$ cat config.mk
export PLATFORM = sky130hd
export DESIGN_NAME = rmq_sqrt_cell
export DESIGN_NICKNAME = d
export VERILOG_FILES = /design/src/rtl/rotation_matrix_to_quaternion_core_macros.svh /design/src/rtl/rmq_pkg.sv /design/src/rtl/rmq_sqrt_cell.sv
export SDC_FILE = /design/constraint.sdc
export NUM_CORES = 1
export LEC_CHECK = 0
export ABC_AREA = 1
export BUFFER_PORTS_ARGS = -buffer_cell sky130_fd_sc_hd__buf_2
export CELL_PAD_IN_SITES_DETAIL_PLACEMENT = 1
export CELL_PAD_IN_SITES_GLOBAL_PLACEMENT = 1
export CORE_ASPECT_RATIO = 0.75
export CORE_UTILIZATION = 31
export DETAILED_ROUTE_END_ITERATION = 16
export PLACE_DENSITY_LB_ADDON = 0.1
export SKIP_CTS_REPAIR_TIMING = 1
export SLEW_MARGIN = 15
export SYNTH_ARGS = -nofsm -noshare
export SYNTH_HDL_FRONTEND = slang
export SYNTH_SLANG_ARGS = --single-unit
$ cat constraint.sdc
create_clock -name clk -period 3.1 [get_ports clk]
set_clock_uncertainty 0.05 [all_clocks]
set_input_delay 0.31 -clock clk [delete_from_list [all_inputs] [get_ports clk]]
set_output_delay 0.31 -clock clk [all_outputs]
set_load 0.03 [all_outputs]
$ cat src/rtl/rotation_matrix_to_quaternion_core_macros.svh
// Assertion macros for the rotation matrix to quaternion core.
// No dependencies; included by the top level for its property checks.
`ifndef ROTATION_MATRIX_TO_QUATERNION_CORE_MACROS_SVH
`define ROTATION_MATRIX_TO_QUATERNION_CORE_MACROS_SVH
`ifndef SYNTHESIS
`define RMQ_ASSERT(name, expr) \
  name: assert property (@(posedge clk) disable iff (!rst_n) (expr)) \
    else $error("rmq check failed");
`define RMQ_ASSERT_NEXT(name, ante, cons) \
  name: assert property (@(posedge clk) disable iff (!rst_n) (ante) |=> (cons)) \
    else $error("rmq check failed");
`else
`define RMQ_ASSERT(name, expr)
`define RMQ_ASSERT_NEXT(name, ante, cons)
`endif
`endif

$ cat src/rtl/rmq_pkg.sv
// Shared constants and pipeline stage types for the quaternion core.
// No dependencies; used by the cells and the top level.
`timescale 1ns / 1ps
package rmq_pkg;
  localparam int FRAC_BITS = 14;
  localparam int IN_W      = 16;
  localparam int S_W       = 18;
  localparam int D_W       = 17;
  localparam int RAD_W     = 32;
  localparam int ROOT_W    = 16;
  localparam int REM_W     = 20;
  localparam int W_W       = 15;
  localparam int DEN_W     = 17;
  localparam int NUM_W     = 31;
  localparam int CMP_W     = 32;
  localparam int Q_W       = 15;
  localparam int FLOOR_W   = 15;
  localparam int SQ_STEPS  = 16;
  localparam int DIV_STEPS = 15;
  localparam int LANES     = 3;
  localparam logic [W_W-1:0]     OUT_LIM     = 15'd16384;
  localparam logic [FLOOR_W-1:0] FLOOR_RESET = 15'd16;

  typedef struct packed {
    logic                    valid;
    logic                    below_floor;
    logic signed [D_W-1:0]   dx;
    logic signed [D_W-1:0]   dy;
    logic signed [D_W-1:0]   dz;
    logic [REM_W-1:0]        rem;
    logic [ROOT_W-1:0]       root;
    logic [RAD_W-1:0]        rad;
  } sq_stage_t;

  typedef struct packed {
    logic [NUM_W-1:0] rem;
    logic [Q_W-1:0]   q;
    logic             neg;
    logic             sat;
  } dv_lane_t;

  typedef struct packed {
    logic                   valid;
    logic                   degen;
    logic [W_W-1:0]         wout;
    logic [DEN_W-1:0]       den;
    dv_lane_t [LANES-1:0]   lane;
  } dv_stage_t;
endpackage

$ cat src/rtl/rmq_sqrt_cell.sv
// One digit step of the integer square root chain.
// Depends on rmq_pkg for the stage type.
`timescale 1ns / 1ps
module rmq_sqrt_cell (
  input  logic              clk,
  input  logic              rst_n,
  input  logic              en,
  input  rmq_pkg::sq_stage_t stage_in,
  output rmq_pkg::sq_stage_t stage_out
);
  localparam int PAD = rmq_pkg::REM_W - rmq_pkg::ROOT_W - 2;

  rmq_pkg::sq_stage_t         stage_r;
  rmq_pkg::sq_stage_t         stage_nxt;
  logic [rmq_pkg::REM_W-1:0]  rem_try;
  logic [rmq_pkg::REM_W-1:0]  trial;
  logic                       fits;

  always_comb begin
    // bring down the next two radicand bits, try root*4+1
    rem_try = {stage_in.rem[rmq_pkg::REM_W-3:0], stage_in.rad[rmq_pkg::RAD_W-1 -: 2]};
    trial   = {{PAD{1'b0}}, stage_in.root, 2'b01};
    fits    = (rem_try >= trial);
    stage_nxt      = stage_in;
    stage_nxt.rad  = {stage_in.rad[rmq_pkg::RAD_W-3:0], 2'b00};
    stage_nxt.rem  = fits ? (rem_try - trial) : rem_try;
    stage_nxt.root = {stage_in.root[rmq_pkg::ROOT_W-2:0], fits};
  end

  always_ff @(posedge clk) begin
    if (!rst_n) begin
      stage_r.valid <= 1'b0;
    end else if (en) begin
      stage_r <= stage_nxt;
    end
  end

  assign stage_out = stage_r;
endmodule

# After elaboration in Yosys (flattened, before gate mapping)
# Index checks and enable logic that the tools add are counted.
# Widths: inputs -> output; s select.
[totals]
regBits = 119
in_bits = 124
output_inout_bits = 121
word_cells = 12
[op_classes]
n_addsub = 1
magnitude_cmp = 1
n_mux = 1
n_reduce_logical = 1
[op_table]
columns = ["cell", "n"]
rows = [
  ["$ge 20x18->1", 1],
  ["$mux 20", 1],
  ["$sub 20x18->20", 1],
  ["$reduce_and 2->1", 1],
]

# Longest topological paths before layout
[logic_depth]
depth_word = 2
depth_mapped = 14
ltp_nobuf = 13

# Least setup slack after synthesis
# Ideal clock, no wire load.
[synth_timing]
kind = "input to register"
startpoint = "in rst_n"
endpoint = "reg stage_r, in the netlist stage_out[100], enable pin"
setup_ps = 471
t_arrival_ps = 2621
required_ps = 2579
path_slack_ps = -43
stages = 2
n_path_buf = 0
cell_sequence = "nand2_1 inv_1"
[synth_between]
elab_chain_cells = 1
[synth_lines]
columns = ["element", "line_no", "text"]
rows = [
  ["start, declared", "rmq_sqrt_cell.sv:6", "input logic rst_n,"],
  ["$reduce_and 2->1 (no source line)", "n/a", ""],
  ["end signal, assigned", "rmq_sqrt_cell.sv:34", "stage_r <= stage_nxt;"],
  ["end, declared", "rmq_sqrt_cell.sv:13", "rmq_pkg::sq_stage_t stage_r;"],
]
# No other way between the ends.
# A chain may end at the register's enable or synchronous reset.

==> results.md <==
- Final wirelength: 15000 um
- Core ar.: 0.0162 mm2
- Design Power: 0.00482 W
- Layout cells sized above 1: 39.3%
- Vias in the first global route: 4101
- Post-DP HPWL: 11300 um
- Post-synthesis xor/xnor area fraction: 1.69%
- Power Dens Cells: 661 mW/mm2
- First-pass detailed-route iteration total: 4
- Drt wl/cell: 16.0 um
- WHS Path Cells: 1
- Crit path DAT: 2.03 ns
- Setup violators final: 0
- Post-Synth Adder-Cell Area: 4.35%
- Fmax: 522 MHz
- GRT Residual Overflow: 0
- Area delta synth->final: 40.9%
- R2r endpoint: stage_out[120]$_SDFFE_PN0P_
- Library cells used by synthesis: 30
- Max clock buf depth: 2
- Initial antenna violation count: 1
- Post-Syn Area per Cell: 11.5 um2
- Tmin final: 1.91 ns
- Slew HR: 37.1%
- Clk sinks: 119
- Status: finished clean
- Crit-path cells: buf_2 > inv_1 > ha_1 > nand2_1 > inv_2 > nand2_1 > nor2_2 > nand2_1 > nand3_2 > nand2_2 > nand2_4 > inv_4 > nand2_1 > nand2_1
- DRC viols: 0
- Row cnt: 40
- Critical path endpoint category: register
- Synth Flop Type: edfxtp_1
- Crit-path leading delay family: simple AND/OR/NAND/NOR gates
- Number of synthesized flops with an enable pin: 118
- Full die area: 0.0172 mm2
- Die Span X: 151 um
- Leakage power: 3.45 nW
- NumNets Final: 855
- Num CTS Buffers: 17
- Setup CP Type: input pin to register
- Initial detailed-routing violation count: 134
- Syn Inst Count: 451
- Hold path start: stage_in[85]
- Post-synthesis mux area share: 0%
- Hold Path Class: input pin to register
- Clock Latency Late Sink: 0.41 ns
- CP peak stage delay: 0.34 ns
- Worst Setup Slack post-DPL: 0.728 ns
- Reg2Reg Setup Slack: 2.42 ns
- WP buf/inv: 4
- WHS Endpoint: stage_out[85]$_DFFE_PP_
- Combinational family with the most area after synthesis: simple AND/OR/NAND/NOR gates
- Worst path most repeated cell: nand2_1
- Simple-gate share of the synthesized area: 16.8%
- Initial Utilization: 32.0%
- Vias/cell: 4.34
- Worst-Margin Slew: 0.944 ns
- Worst setup margin: 1.19 ns
- Placer Congestion: 0.810
- Placed Area: 0.00662 mm2
- FF-to-FF path depth: 2
- CTS tree: yes
- Max FFs per register: 119
- Worst VDD drop: 346 uV
- CP Data Required Time: 3.22 ns
- Ports: 245
- WHS: 0.0199 ns
- Period utilization: 61.8%
- RSZ-0062 raised after global routing: no
- Post-synthesis compound-gate area fraction: 2.54%
- Yosys warns: 0
- DR vias: 4062
- H-Tree Depth: 4
- Yosys reg bits: 119
- First-pass GRT wire length: 22000 um
- Cell Area, Synth: 0.00518 mm2
- Port bufs: 240
- Sequential fraction of the synthesis area: 68.8%
- Max-slew violation total from the final report: 0
- Reg2reg start: stage_out[120]$_SDFFE_PN0P_
- Most frequent cells in the layout: buf_2 (240), nand2_1 (152), edfxtp_1 (118), inv_1 (61), nor2_1 (22)
- Clock transition at path regs: 0.06 ns
- GRT Total Usage: 17.4%
- Crit path max-delay cell type: ha_1
- Crit-path max FO: 21
- Setup_tns: 0 ns
- Commonest non-fill, non-tap cell in the layout: buf_2
- Startpoint class of the critical path: input pin
- Die extent in y: 114 um
- Async SR Flop Fraction: 0%
- Antenna-violating nets left: 0
- Largest net degree at the start of global routing: 74
- Root buffer cell: clkbuf_16
- Fin. Hold Viols: 0
- Max Cap Viol: 0
- Cell area after layout: 0.00729 mm2
[synthesized netlist by cell type, drive strengths merged, types with 2 or more instances]
cell type | number | area (um2)
xor2 | 8 | 70.1
nand2 | 154 | 588
nand4 | 4 | 25.0
nand3 | 18 | 95.1
xnor2 | 2 | 17.5
edfxtp | 118 | 3540
nor2 | 24 | 95.1
o21bai | 3 | 22.5
a21oi | 15 | 82.6
inv | 66 | 250
nand3b | 6 | 45.0
nor3 | 2 | 10.0
ha | 18 | 225
buf | 5 | 45.0
o21ai | 3 | 18.8
[metal layers]
layer	track usage [%]	routed length [um]
met3	5.60	1250
met5	0	0
met4	5.40	118
met1	22.0	6540
met2	28.2	7100
[worst register-to-register path: stages, from the launching register on]
cell	delay [ns]
dfxtp_1	0.30
o21ai_0	0.16
a21oi_1	0.05
[final cells by class]
class / instances / area (um2)
clock buffers: 17 / 425
multi-input cells: 262 / 1320
fillers: 1880 / 8870
diodes: 1 / 2.50
clock inverters: 14 / 196
inverters: 66 / 254
repair buffers: 247 / 1270
flip-flops and latches: 119 / 3560
well taps: 210 / 263
[through the flow]
| stage | std cells | util (%) |
|---|---|---|
| global route | 936 | 45.1 |
| CTS | 930 | 44.8 |
| global placement | 899 | 40.9 |
| finish | 936 | 45.1 |
| detailed placement | 899 | 40.9 |
| floorplan | 452 | - |
[logic make-up (layout without fill, tap and decap cells)]
logic type | count (synthesis) | count (layout)
xor+xnor | 10 | 10
fa+ha+maj | 18 | 18
simple gates | 210 | 210
other cells | 1 | 3
flops | 119 | 119
compound gates | 22 | 22
buf+inv | 71 | 344
[how the worst max path moves through the flow]
stage | startpoint | endpoint | slack, ns | cells after the start
finish | stage_in[41] | stage_out[56]$_DFFE_PP_ | 1.19 | 14
global route | stage_in[41] | stage_out[52]$_DFFE_PP_ | 0.96 | 14
CTS | stage_in[41] | stage_out[60]$_DFFE_PP_ | 1.16 | 14
detailed placement | stage_in[41] | stage_out[61]$_DFFE_PP_ | 0.73 | 14
global placement | stage_in[41] | stage_out[58]$_DFFE_PP_ | 0.73 | 14
floorplan | rst_n | stage_out[100]$_DFFE_PP_ | 0.52 | 2
[where the power goes]
part / total (W) / leakage, nW / internal [W] / switching (W)
Clock: 0.00210 / 0.298 / 0.00135 / 0.000752
Sequential: 0.00194 / 1.12 / 0.00191 / 0.0000267
Combinational: 0.000779 / 2.03 / 0.000238 / 0.000541
Total: 0.00482 / 3.45 / 0.00350 / 0.00132
Note: power is estimated with default switching activity, not from simulation.
