--- src/rtl/rotation_matrix_to_quaternion_core_macros.svh ---
// Assertion macros for the rotation matrix to quaternion core.
// No dependencies; included by the top level for its property checks.
`ifndef ROTATION_MATRIX_TO_QUATERNION_CORE_MACROS_SVH
`define ROTATION_MATRIX_TO_QUATERNION_CORE_MACROS_SVH
`ifndef SYNTHESIS
`define RMQ_ASSERT(name, expr) \
  name: assert property (@(posedge clk) disable iff (!rst_n) (expr)) \
    else $error("rmq check failed");
`define RMQ_ASSERT_NEXT(name, ante, cons) \
  name: assert property (@(posedge clk) disable iff (!rst_n) (ante) |=> (cons)) \
    else $error("rmq check failed");
`else
`define RMQ_ASSERT(name, expr)
`define RMQ_ASSERT_NEXT(name, ante, cons)
`endif
`endif

--- src/rtl/rmq_pkg.sv ---
// Shared constants and pipeline stage types for the quaternion core.
// No dependencies; used by the cells and the top level.
`timescale 1ns / 1ps
package rmq_pkg;
  localparam int FRAC_BITS = 14;
  localparam int IN_W      = 16;
  localparam int S_W       = 18;
  localparam int D_W       = 17;
  localparam int RAD_W     = 32;
  localparam int ROOT_W    = 16;
  localparam int REM_W     = 20;
  localparam int W_W       = 15;
  localparam int DEN_W     = 17;
  localparam int NUM_W     = 31;
  localparam int CMP_W     = 32;
  localparam int Q_W       = 15;
  localparam int FLOOR_W   = 15;
  localparam int SQ_STEPS  = 16;
  localparam int DIV_STEPS = 15;
  localparam int LANES     = 3;
  localparam logic [W_W-1:0]     OUT_LIM     = 15'd16384;
  localparam logic [FLOOR_W-1:0] FLOOR_RESET = 15'd16;

  typedef struct packed {
    logic                    valid;
    logic                    below_floor;
    logic signed [D_W-1:0]   dx;
    logic signed [D_W-1:0]   dy;
    logic signed [D_W-1:0]   dz;
    logic [REM_W-1:0]        rem;
    logic [ROOT_W-1:0]       root;
    logic [RAD_W-1:0]        rad;
  } sq_stage_t;

  typedef struct packed {
    logic [NUM_W-1:0] rem;
    logic [Q_W-1:0]   q;
    logic             neg;
    logic             sat;
  } dv_lane_t;

  typedef struct packed {
    logic                   valid;
    logic                   degen;
    logic [W_W-1:0]         wout;
    logic [DEN_W-1:0]       den;
    dv_lane_t [LANES-1:0]   lane;
  } dv_stage_t;
endpackage

--- src/rtl/rmq_div_cell.sv ---
// One quotient bit of the three-lane restoring divider chain.
// Depends on rmq_pkg for the stage type.
`timescale 1ns / 1ps
module rmq_div_cell #(
  parameter int BIT_POS = 0
) (
  input  logic              clk,
  input  logic              rst_n,
  input  logic              en,
  input  rmq_pkg::dv_stage_t stage_in,
  output rmq_pkg::dv_stage_t stage_out
);
  rmq_pkg::dv_stage_t        stage_r;
  rmq_pkg::dv_stage_t        stage_nxt;
  logic [rmq_pkg::CMP_W-1:0] den_sh;
  logic [rmq_pkg::CMP_W-1:0] rem_ext;
  logic                      fits;

  always_comb begin
    stage_nxt = stage_in;
    den_sh    = rmq_pkg::CMP_W'(stage_in.den) << BIT_POS;
    rem_ext   = '0;
    fits      = 1'b0;
    for (int i = 0; i < rmq_pkg::LANES; i++) begin
      rem_ext = rmq_pkg::CMP_W'(stage_in.lane[i].rem);
      fits    = (rem_ext >= den_sh);
      if (fits) begin
        stage_nxt.lane[i].rem = stage_in.lane[i].rem - den_sh[rmq_pkg::NUM_W-1:0];
      end
      stage_nxt.lane[i].q[BIT_POS] = fits;
    end
  end

  always_ff @(posedge clk) begin
    if (!rst_n) begin
      stage_r.valid <= 1'b0;
    end else if (en) begin
      stage_r <= stage_nxt;
    end
  end

  assign stage_out = stage_r;
endmodule

--- config.mk ---
export PLATFORM = sky130hd
export DESIGN_NAME = rmq_div_cell
export DESIGN_NICKNAME = d
export VERILOG_FILES = /design/src/rtl/rotation_matrix_to_quaternion_core_macros.svh /design/src/rtl/rmq_pkg.sv /design/src/rtl/rmq_div_cell.sv
export SDC_FILE = /design/constraint.sdc
export NUM_CORES = 1
export LEC_CHECK = 0
export BUFFER_PORTS_ARGS = -buffer_cell sky130_fd_sc_hd__buf_2
export CORE_MARGIN = 2
export CORE_UTILIZATION = 50
export CTS_CLUSTER_SIZE = 12
export DETAILED_ROUTE_END_ITERATION = 8
export PLACE_DENSITY = 0.9
export SLEW_MARGIN = 0
export SYNTH_ARGS = -nofsm -noshare
export SYNTH_HDL_FRONTEND = slang
export SYNTH_SLANG_ARGS = --single-unit
--- constraint.sdc ---
create_clock -name clk -period 5.39 [get_ports clk]
set_input_delay 0.2695 -clock clk [delete_from_list [all_inputs] [get_ports clk]]
set_output_delay 0.2695 -clock clk [all_outputs]
set_load 0.01 [all_outputs]
-- After elaboration in Yosys (flattened, before gate mapping)
Cells that the tools add are included.
- output and inout port bits: 178
- register bits: 178
- word-level logic and storage cells: 26
- bits of input ports: 181
- multiplexer cells: 3
- add/sub/neg operators: 3
- reductions and logical operators: 1
- $lt $le $gt $ge: 3
- operators with widths (kind ; number):
    31-bit by 17-bit greater-or-equal comparator with 1-bit output ; 3
    31-bit 2-to-1 mux ; 3
    31-bit by 17-bit subtractor with 31-bit output ; 3
    2-bit AND reduction ; 1

-- Logic depth before layout (Yosys ltp)
Gate-level depths: netlist of the first run.
- word-level depth: 2
- mapped depth: 13
- gate-level depth less buffers: 11

-- Worst setup path after synthesis of the first run
OpenSTA, ideal clock, no wires.
- path type: input to register
- start: input en
- end: register stage_r, in the netlist stage_out[0] (enable)
- buffers on the path: 0
- stages on the path: 1
- arrival: 4.295 ns
- library setup time: 0.558 ns
- path slack: 0.538 ns
- cells stage by stage: and2_1
- longest elaborated chain between the ends: 1
- RTL lines (what ; RTL line ; source):
    from (decl) ; rmq_div_cell.sv:9 ; input logic en,
    2-bit AND reduction (no source line) ; n/a ;
    to (signal assigned) ; rmq_div_cell.sv:38 ; stage_r <= stage_nxt;
    to (decl) ; rmq_div_cell.sv:13 ; rmq_pkg::dv_stage_t stage_r;
No other way between the ends.
A chain may end at the register's enable or synchronous reset.

==> results of run 1 <==
## through the flow
stage | setup WS (ns) | power, W | instances
after CTS | 2.017 | 0.003725 | 1459
final | 1.977 | 0.003737 | 1465
after global placement | 1.702 | 0.002419 | 1388
after detailed placement | 1.577 | 0.002445 | 1388
after floorplan | 0.5378 | 0.002153 | 812
after global routing | 1.730 | 0.003863 | 1465
## routing by layer
metal,GRT usage,vias to the layer above
li1,-,3860
met3,0.07066,102
met1,0.3459,3956
met2,0.4775,496
met5,0,-
met4,0.1563,2
## repair_timing
| item | in CTS | in global routing |
|---|---|---|
| gates resized for setup | 0 | 0 |
| hold endpoints to repair | 39 | 2 |
| hold buffers | 39 | 2 |
## power by group
part           leakage [nW]  switching [W]  total [W]  internal, W
registers              1.67      0.0000309    0.00170      0.00166
clock network         0.295       0.000641    0.00127     0.000633
logic                  3.38       0.000446   0.000767     0.000322
total                  5.35        0.00112    0.00374      0.00262
## kinds of logic after synthesis
family,count (synthesis),share of synthesized area
adders and majority gates,54,0.07324
muxes,11,0.01273
and+or+nand+nor,247,0.1293
AOI/OAI and AO/OA,196,0.1322
buffers and inverters,47,0.02034
DFF,178,0.5597
xor gates and xnor gates,79,0.07258
## placed cells by master (no fill, tap or decap), drive strengths merged, types with 23 or more instances in the layout
cell type    count
ha              51
edfxtp         177
buf            358
xor2            45
a21o            23
o21ai           42
nand2           56
inv             40
dlygate4sd3     41
nor2            78
a21oi           61
xnor2           34
## area by class of cell
type / instances / area, um2
tap: 234 / 292.8
timing repair buffer: 399 / 2210
clock buffer: 17 / 425.4
multi-input combinational: 587 / 4006
clock inverter: 15 / 176.4
antenna: 4 / 10.01
inverter: 31 / 116.4
sequential: 178 / 5335
fill: 1321 / 6133
## path summary, 6_finish.rpt
path	slack (ns)	depth (start not counted)	endpoint
worst min register to register	0.59	2	stage_out[177]
worst max register to register	4.73	2	stage_out[177]
worst max-delay path	1.98	12	stage_out[141]
worst min-delay path	0.002	1	stage_out[63]
==> results.tsv, run 1 <==
stage	metric	value	unit
logic_synthesis	synth_most_common_cell	edfxtp_1	
pwr	vdd_ir_drop_max	0.0002022	V
place	gp_congestion	0.9935	
logic_synthesis	synth_cells	812	
critical_path	path_cells	buf_2 > inv_1 > ha_1 > nor2b_1 > o31a_1 > o2111ai_1 > and2_1 > o21ai_2 > buf_4 > nand2_1 > nor3b_1 > xor2_1	
detailed_routing	vias_per_cell	5.745	
detailed_routing	post_drt_wl_per_cell	20.66	um
timing	holdWs	0.001827	ns
floorplan	die_w	142.1	um
logic_synthesis	synth_edf_count	177	
timing	fin_skew	0	ns
logic_synthesis	ys_top_cells_by_area	edfxtp_1 (56%), ha_1 (6.7%), xor2_1 (4.1%)	
logic_synthesis	synth_top_area_frac	0.5576	
global_route	grt.overflow.total	0	
critical_path	cp_num_buf_inv	3	
final_layout	drive_gt1_frac	0.3390	
timing	max_freq	0.2930	GHz
detailed_routing	highest_layer	met5	
floorplan	dieArea	0.02019	mm2
critical_path	reg2reg_from	stage_out[177]	
clocking	h-tree-depth	4	
timing	max-slew-margin-rel	0.1685	
pwr	p_leak	5.346	nW
final_layout	post-route-util	0.6721	
detailed_routing	first_pass_iters	7	
logic_synthesis	ys.flop_type	edfxtp_1	
timing	fin_setup_tns	0	ns
floorplan	coreArea	0.01871	mm2
logic_synthesis	synth_top_cells_by_count	edfxtp_1 (177), nor2_1 (78), a21oi_1 (61)	
clocking	path_clk_slew	0.09	ns
logic_synthesis	yosysTopAreaCell	edfxtp_1	
final_layout	area_growth	31.88	%
global_route	antenna_found_initial	6	
timing	worstMarginPinSlew	1.244	ns
logic_synthesis	syn_area_per_cell	11.74	um2
detailed_routing	antenna_left	0	
floorplan	pin_count	359	
logic_synthesis	ys_seq_area_frac	0.5597	
clocking	numClockSinks	178	
global_route	grt_pass1_vias	8031	
detailed_routing	drc	0	
timing	finalHoldViolCount	0	
global_route	grt_start_max_net_pins	82	
timing	period_minus_slack	3.413	ns
timing	grt_setup_unrepaired	false	
clocking	cts_tree	built	
floorplan	die_h	142.1	um
final_layout	nNetsFinal	1449	
critical_path	endpoint_kind	flop	
final_layout	largest_register_ffs	178	
logic_synthesis	synth_area	0.009533	mm2
logic_synthesis	synth_nets	1047	
detailed_routing	wl_met2	14910	um
clocking	insertion_delay	0.44	ns
critical_path	start_kind	input port	
detailed_routing	drt-initial-drc-count	657	
status	status	completed	
logic_synthesis	async_flop_share	0	
critical_path	slowest_delay	0.79	ns
critical_path	startpoint	stage_in[145]	
critical_path	critPathMaxFanout	24	
detailed_routing	route.met3.wl	2607	um
global_route	grt_usage	0.2876	
clocking	cts_inserted_buffers	17	
clocking	cts-root-buf	clkbuf_16	
timing	drv_slew	0	
critical_path	cp_slowest_cell	o21ai_2	
place	hpwl	21880	um
timing	min_period_over_period	0.6332	
logic_synthesis	ys_types	61	
logic_synthesis	ys_ff_latch	178	
clocking	clk_path_buf_depth	2	
detailed_routing	wl	30260	um
job	max-cap-violations	0	
critical_path	critPathArrivalTime	3.59	ns
global_route	grt_pass1_wl	43800	um
critical_path	required	5.57	ns
clocking	cts_setup_buffers	0	
critical_path	crit_type	input port to flop	
timing	setup_viol	0	
critical_path	critical_path.top_delay_family	compound AO/OA/AOI/OAI gates	
logic_synthesis	yosys_warnings	0	
place	place_area	0.01155	mm2
detailed_routing	wl_met1	11270	um
floorplan	fp-row-count	50	
min_path	min_from	stage_in[63]	
floorplan	start_util	0.5096	
pwr	pwr_density_cell	297.2	mW/mm2
detailed_routing	num_vias	8416	
place	io_buffers	355	
min_path	hp-class	input port to flop	
final_layout	final_cell_area	0.01257	mm2
(Power assumes the default switching activity.)
==> inputs of run 2 (changes only) <==
==> constraint.sdc (replaced) <==
create_clock -name clk -period 3.5 [get_ports clk]
set_input_delay 0.175 -clock clk [delete_from_list [all_inputs] [get_ports clk]]
set_output_delay 0.175 -clock clk [all_outputs]
set_load 0.01 [all_outputs]
==> run 2 against run 1 <==
  * Global-route usage up 2.2 points
  * Final cell count up 3.5%
  * Clock-buffer cell count unchanged
  * Worst hold slack better by 0.024 ns
  * Sequential share of layout area down 1.6 points
  * Largest power group unchanged
  * Highest routed layer unchanged
==> results.tsv, run 2 (same netlist as run 1, synthesis figures left out) <==
stage	metric	value	unit
status	status	completed	
timing	fin_setup_tns	0	ns
final_layout	layout_common_cells	buf_2 (355), edfxtp_1 (177), dlygate4sd3_1 (79)	
critical_path	start_kind	input port	
clocking	path_clk_slew	0.08	ns
pwr	pwr-share-clk	0.335	
min_path	holdPathStages	3	
global_route	grt.overflow.total	0	
critical_path	critical_path.top_delay_family	buffers and inverters	
place	hpwl	22440	um
global_route	grt_pass1_vias	8255	
timing	finalHoldViolCount	0	
place	gp_congestion	0.9450	
timing	worstMarginPinSlew	0.6440	ns
pwr	pwr_density_cell	444.0	mW/mm2
pwr	swShare	0.2988	
detailed_routing	wl	32000	um
critical_path	cp_slowest_cell	dlygate4sd3_1	
global_route	grt_usage	0.3095	
timing	period_minus_slack	3.352	ns
detailed_routing	drt-initial-drc-count	791	
pwr	p_leak	5.559	nW
global_route	grt_pass1_wl	46590	um
detailed_routing	first_pass_iters	7	
final_layout	largest_register_ffs	178	
timing	max-slew-margin-rel	0.5670	
pwr	vdd_ir_drop_max	0.0003222	V
global_route	antenna_found_initial	11	
floorplan	fp-row-count	50	
critical_path	slowest_delay	0.55	ns
critical_path	endpoint_kind	flop	
job	max-cap-violations	0	
min_path	hp-class	input port to flop	
clocking	clk_path_buf_depth	2	
timing	min_period_over_period	0.9576	
clocking	cts-root-buf	clkbuf_16	
critical_path	r2r_slack	2.89	ns
detailed_routing	post_drt_wl_per_cell	21.11	um
final_layout	post-route-util	0.6991	
floorplan	die_h	142.1	um
critical_path	path_cells	dlygate4sd3_1 > buf_2 > inv_1 > ha_1 > nor2b_1 > o311ai_1 > a31oi_1 > a211oi_2 > buf_4 > nor2_1 > o21ai_0 > buf_4 > nor3b_1 > xor2_1	
detailed_routing	antenna_left	0	
pwr	seqPwrFrac	0.450	
floorplan	dieArea	0.02019	mm2
timing	fin_skew	0	ns
critical_path	crit_cells	14	
final_layout	nFillCells	1278	
place	io_buffers	355	
pwr	p_switching	0.001735	W
floorplan	die_w	142.1	um
critical_path	path_common_cell	buf_4	
detailed_routing	num_vias	8632	
critical_path	critPathArrivalTime	3.51	ns
global_route	grt_start_max_net_pins	102	
critical_path	crit_type	input port to flop	
critical_path	reg2reg_to	stage_out[177]	
min_path	min_from	stage_in[177]	
detailed_routing	vias_per_cell	5.694	
clocking	insertion_delay	0.43	ns
timing	drv_slew	0	
floorplan	coreArea	0.01871	mm2
pwr	internal_power	0.004071	W
clocking	h-tree-depth	4	
critical_path	critPathMaxFanout	5	
final_layout	nNetsFinal	1498	
detailed_routing	drc	0	
floorplan	pin_count	359	
clocking	numClockSinks	178	
final_layout	area_growth	37.17	%
final_layout	drive_gt1_frac	0.3354	
min_path	whs_endpoint	stage_out[177]	
pwr	p_comb_frac	0.214	
timing	setup_viol	0	
critical_path	reg2reg_from	stage_out[177]	
critical_path	cp_num_buf_inv	5	
critical_path	required	3.66	ns
pwr	finalPower	0.005806	W
critical_path	reg2reg_depth	2	
floorplan	start_util	0.5096	
clocking	cts_inserted_buffers	17	
clocking	cts_tree	built	
final_layout	final_common_cell	buf_2	
timing	max_freq	0.2984	GHz
timing	grt_setup_unrepaired	false	
run 2: changes by cell type in the layout (fill, tap and decap cells not counted):
cell	delta
ha_2	+1
dlygate4sd3_1	+38
ha_1	-1
buf_4	+9
buf_12	+2
clkinvlp_4	+1
inv_8	-2
clkinv_8	+2
diode_2	+2
inv_6	-1
run 2: worst max path at each step:
stage / startpoint / to / slack [ns]
after floorplan: rst_n / stage_out[0] / 0.69
after global placement: stage_in[152] / stage_out[20] / 0.46
after detailed placement: stage_in[160] / stage_out[135] / 0.35
after CTS: stage_in[160] / stage_out[141] / 0.18
after global routing: stage_in[146] / stage_out[141] / 0.03
final: stage_in[146] / stage_out[141] / 0.15
run 2: timing repair:
item,CTS,global route
setup buffers,0,2
endpoints found under the setup margin,0,2
gates resized for setup,0,1
hold buffers,79,0
hold endpoints to repair,79,0
run 2: per-layer routing:
layer | routed length (um) | global-route usage | vias up
met5 | 49 | 0 | -
met4 | 1574 | 0.1658 | 8
met2 | 15920 | 0.5324 | 526
met1 | 11620 | 0.3540 | 4030
met3 | 2835 | 0.08075 | 100
li1 | - | - | 3968
run 2: worst register-to-register path: cells and delay by family (launching register included):
kind / cells / cell delay [ns]
muxes: 1 / 0.12
DFF: 1 / 0.32
and+or+nand+nor: 1 / 0.06
run 2: power groups by stage:
stage,Sequential [W],Combinational (W),Clock (W)
3_5_place_dp,0.00265,0.00112,0
5_1_grt,0.00263,0.00134,0.00203
4_1_cts,0.00261,0.00121,0.00195
3_3_place_gp,0.00265,0.00109,0
6_report,0.00261,0.00124,0.00195
2_1_floorplan,0.00275,0.000555,0
run 2: final cells by class:
cell class,instances,area [um2],share of cell area
clock inverter,15,185.2,0.01416
tap,234,292.8,0.02239
timing repair buffer,448,2698,0.2063
inverter,31,116.4,0.008899
multi-input combinational,587,4009,0.3066
antenna,6,15.01,0.001148
sequential,178,5335,0.4080
clock buffer,17,425.4,0.03253
run 2: per-stage QoR:
stage	instances	setup WS, ns	hold slack (ns)	area (um2)
3_3_place_gp	1397	0.4584	0.3518	11640
4_1_cts	1508	0.1790	0.006030	13040
2_1_floorplan	812	0.6947	0.2739	9534
3_5_place_dp	1397	0.3523	0.3531	11640
6_report	1516	0.1483	0.02553	13080
5_1_grt	1515	0.03457	0.02553	13070
==> inputs of run 3 (changes only) <==
==> constraint.sdc (replaced) <==
create_clock -name clk -period 3.45 [get_ports clk]
set_input_delay 0.1725 -clock clk [delete_from_list [all_inputs] [get_ports clk]]
set_output_delay 0.1725 -clock clk [all_outputs]
set_load 0.01 [all_outputs]
==> run 3 against run 2 <==
  * Critical path type unchanged
  * Via count fell by 0.25%
  * Wire length fell by 0.52%
  * Register-to-register slack got worse by 0.05 ns
  * Non-clock buffer count rose by 1
  * Clock skew did not move
  * Sequential share of layout area barely moved
  * Final cell count rose by 0.40%
  * Highest routed layer unchanged
  * Sequential cell count did not move
  * Sequential power rose by 2%
  * Largest power group unchanged
==> results.tsv, run 3 (same netlist as run 1, synthesis figures left out) <==
stage	metric	value	unit
status	status	completed	
final_layout	area_growth	37.21	%
global_route	grt_pass1_vias	8318	
floorplan	fp-row-count	50	
detailed_routing	antenna_left	0	
timing	min_period_over_period	0.9578	
critical_path	reg2reg_to	stage_out[177]	
timing	max_freq	0.3026	GHz
final_layout	nNetsFinal	1499	
detailed_routing	drc	0	
global_route	grt_pass1_wl	46470	um
critical_path	r2r_slack	2.84	ns
global_route	grt.overflow.total	0	
timing	worst_slack	0.1457	ns
place	gp_congestion	0.9512	
final_layout	layout_common_cells	buf_2 (355), edfxtp_1 (177), dlygate4sd3_1 (80)	
pwr	p_leak	5.551	nW
clocking	clk_path_buf_depth	2	
detailed_routing	wl	31830	um
critical_path	required	3.62	ns
floorplan	die_w	142.1	um
job	max-cap-violations	0	
place	pre_cts_slack	0.2189	ns
global_route	antenna_found_initial	14	
place	hpwl	22600	um
clocking	cts_inserted_buffers	17	
pwr	pwr_density_cell	447.9	mW/mm2
timing	finalHoldViolCount	0	
critical_path	critPathMaxFanout	4	
timing	period_minus_slack	3.304	ns
floorplan	coreArea	0.01871	mm2
clocking	cts-root-buf	clkbuf_16	
detailed_routing	num_vias	8610	
timing	max-slew-margin-rel	0.3406	
place	io_buffers	355	
final_layout	drive_gt1_frac	0.3359	
final_layout	fin_cells	1522	
floorplan	start_util	0.5096	
timing	setup_viol	0	
detailed_routing	vias_per_cell	5.657	
min_path	hp-class	input port to flop	
timing	fin_skew	0	ns
critical_path	crit_type	input port to flop	
final_layout	nFillCells	1285	
place	placed_cells	1399	
critical_path	critPathArrivalTime	3.47	ns
critical_path	startpoint	stage_in[146]	
global_route	grt_usage	0.3058	
timing	fin_setup_tns	0	ns
critical_path	endpoint_kind	flop	
clocking	cts_tree	built	
critical_path	crit_path_end	stage_out[45]	
final_layout	final_common_cell	buf_2	
floorplan	dieArea	0.02019	mm2
detailed_routing	first_pass_iters	5	
final_layout	largest_register_ffs	178	
clocking	numClockSinks	178	
pwr	vdd_ir_drop_max	0.0003418	V
timing	worstMarginPinSlew	0.9891	ns
clocking	h-tree-depth	4	
critical_path	reg2reg_from	stage_out[177]	
detailed_routing	drt-initial-drc-count	640	
timing	drv_slew	0	
detailed_routing	post_drt_wl_per_cell	20.92	um
floorplan	pin_count	359	
timing	grt_setup_unrepaired	false	
final_layout	post-route-util	0.6993	
global_route	grt_start_max_net_pins	105	
critical_path	start_kind	input port	
clocking	insertion_delay	0.43	ns
critical_path	reg2reg_depth	2	
clocking	path_clk_slew	0.07	ns
floorplan	die_h	142.1	um
==> run 3: power by group <==
group / leakage, nW / total (W) / internal [W] / switching (W)
Clock: 0.282 / 0.00194 / 0.000971 / 0.000974
Combinational: 3.59 / 0.00126 / 0.000541 / 0.000719
Sequential: 1.67 / 0.00265 / 0.00260 / 0.0000520
Total: 5.55 / 0.00586 / 0.00411 / 0.00175
==> run 3: worst max-delay path, cell delays in order <==
cell and delay, ns:
dlygate4sd3_1 0.54, buf_2 0.13, inv_1 0.24, ha_1 0.35, nor2b_1 0.17, o31a_1 0.29, o41a_1 0.40, a21boi_0 0.45
o21ai_0 0.19, nor4b_1 0.43, xor2_1 0.12
==> run 3: per-layer routing <==
metal / GRT usage / routed length [um] / vias to the layer above
met5: 0 / 26 / -
met4: 0.1716 / 1578 / 4
met3: 0.06561 / 2373 / 94
met2: 0.5039 / 15520 / 460
met1: 0.3749 / 12340 / 4072
li1: - / - / 3980
==> run 3: worst min path at each step <==
stage	startpoint	endpoint	slack, ns	cells past startpoint
2_1_floorplan	stage_in[0]	stage_out[0]	0.27	0
3_3_place_gp	stage_in[0]	stage_out[0]	0.35	1
3_5_place_dp	stage_in[64]	stage_out[64]	0.35	1
4_1_cts	stage_in[177]	stage_out[177]	0.0001	3
5_1_grt	stage_in[78]	stage_out[78]	0.05	3
6_report	stage_in[177]	stage_out[177]	0.03	3
==> run 3: repair_timing <==
action                                 in CTS  in global routing
setup endpoints to repair                   0                  4
hold buffers                               80                  0
setup buffers                               0                  0
resized for setup                           0                  4
endpoints found under the hold margin      80                  0
==> run 3: layout make-up <==
| cell class | count | area (um2) | area share |
|---|---|---|---|
| Antenna cell | 11 | 27.53 | 0.002104 |
| Inverter | 31 | 116.4 | 0.008896 |
| Clock buffer | 17 | 425.4 | 0.03252 |
| Clock inverter | 15 | 167.7 | 0.01282 |
| Multi-Input combinational cell | 587 | 4020 | 0.3073 |
| Sequential cell | 178 | 5335 | 0.4079 |
| Tap cell | 234 | 292.8 | 0.02238 |
| Timing Repair Buffer | 449 | 2695 | 0.2060 |
==> run 3: metrics by stage <==
step,cell area [um2],total power [W],hold WS [ns]
2_1_floorplan,9534,0.003355,0.2714
5_1_grt,13080,0.006065,0.04729
4_1_cts,13040,0.005810,0.0001438
6_report,13080,0.005858,0.03320
3_3_place_gp,11640,0.003802,0.3495
3_5_place_dp,11640,0.003838,0.3506
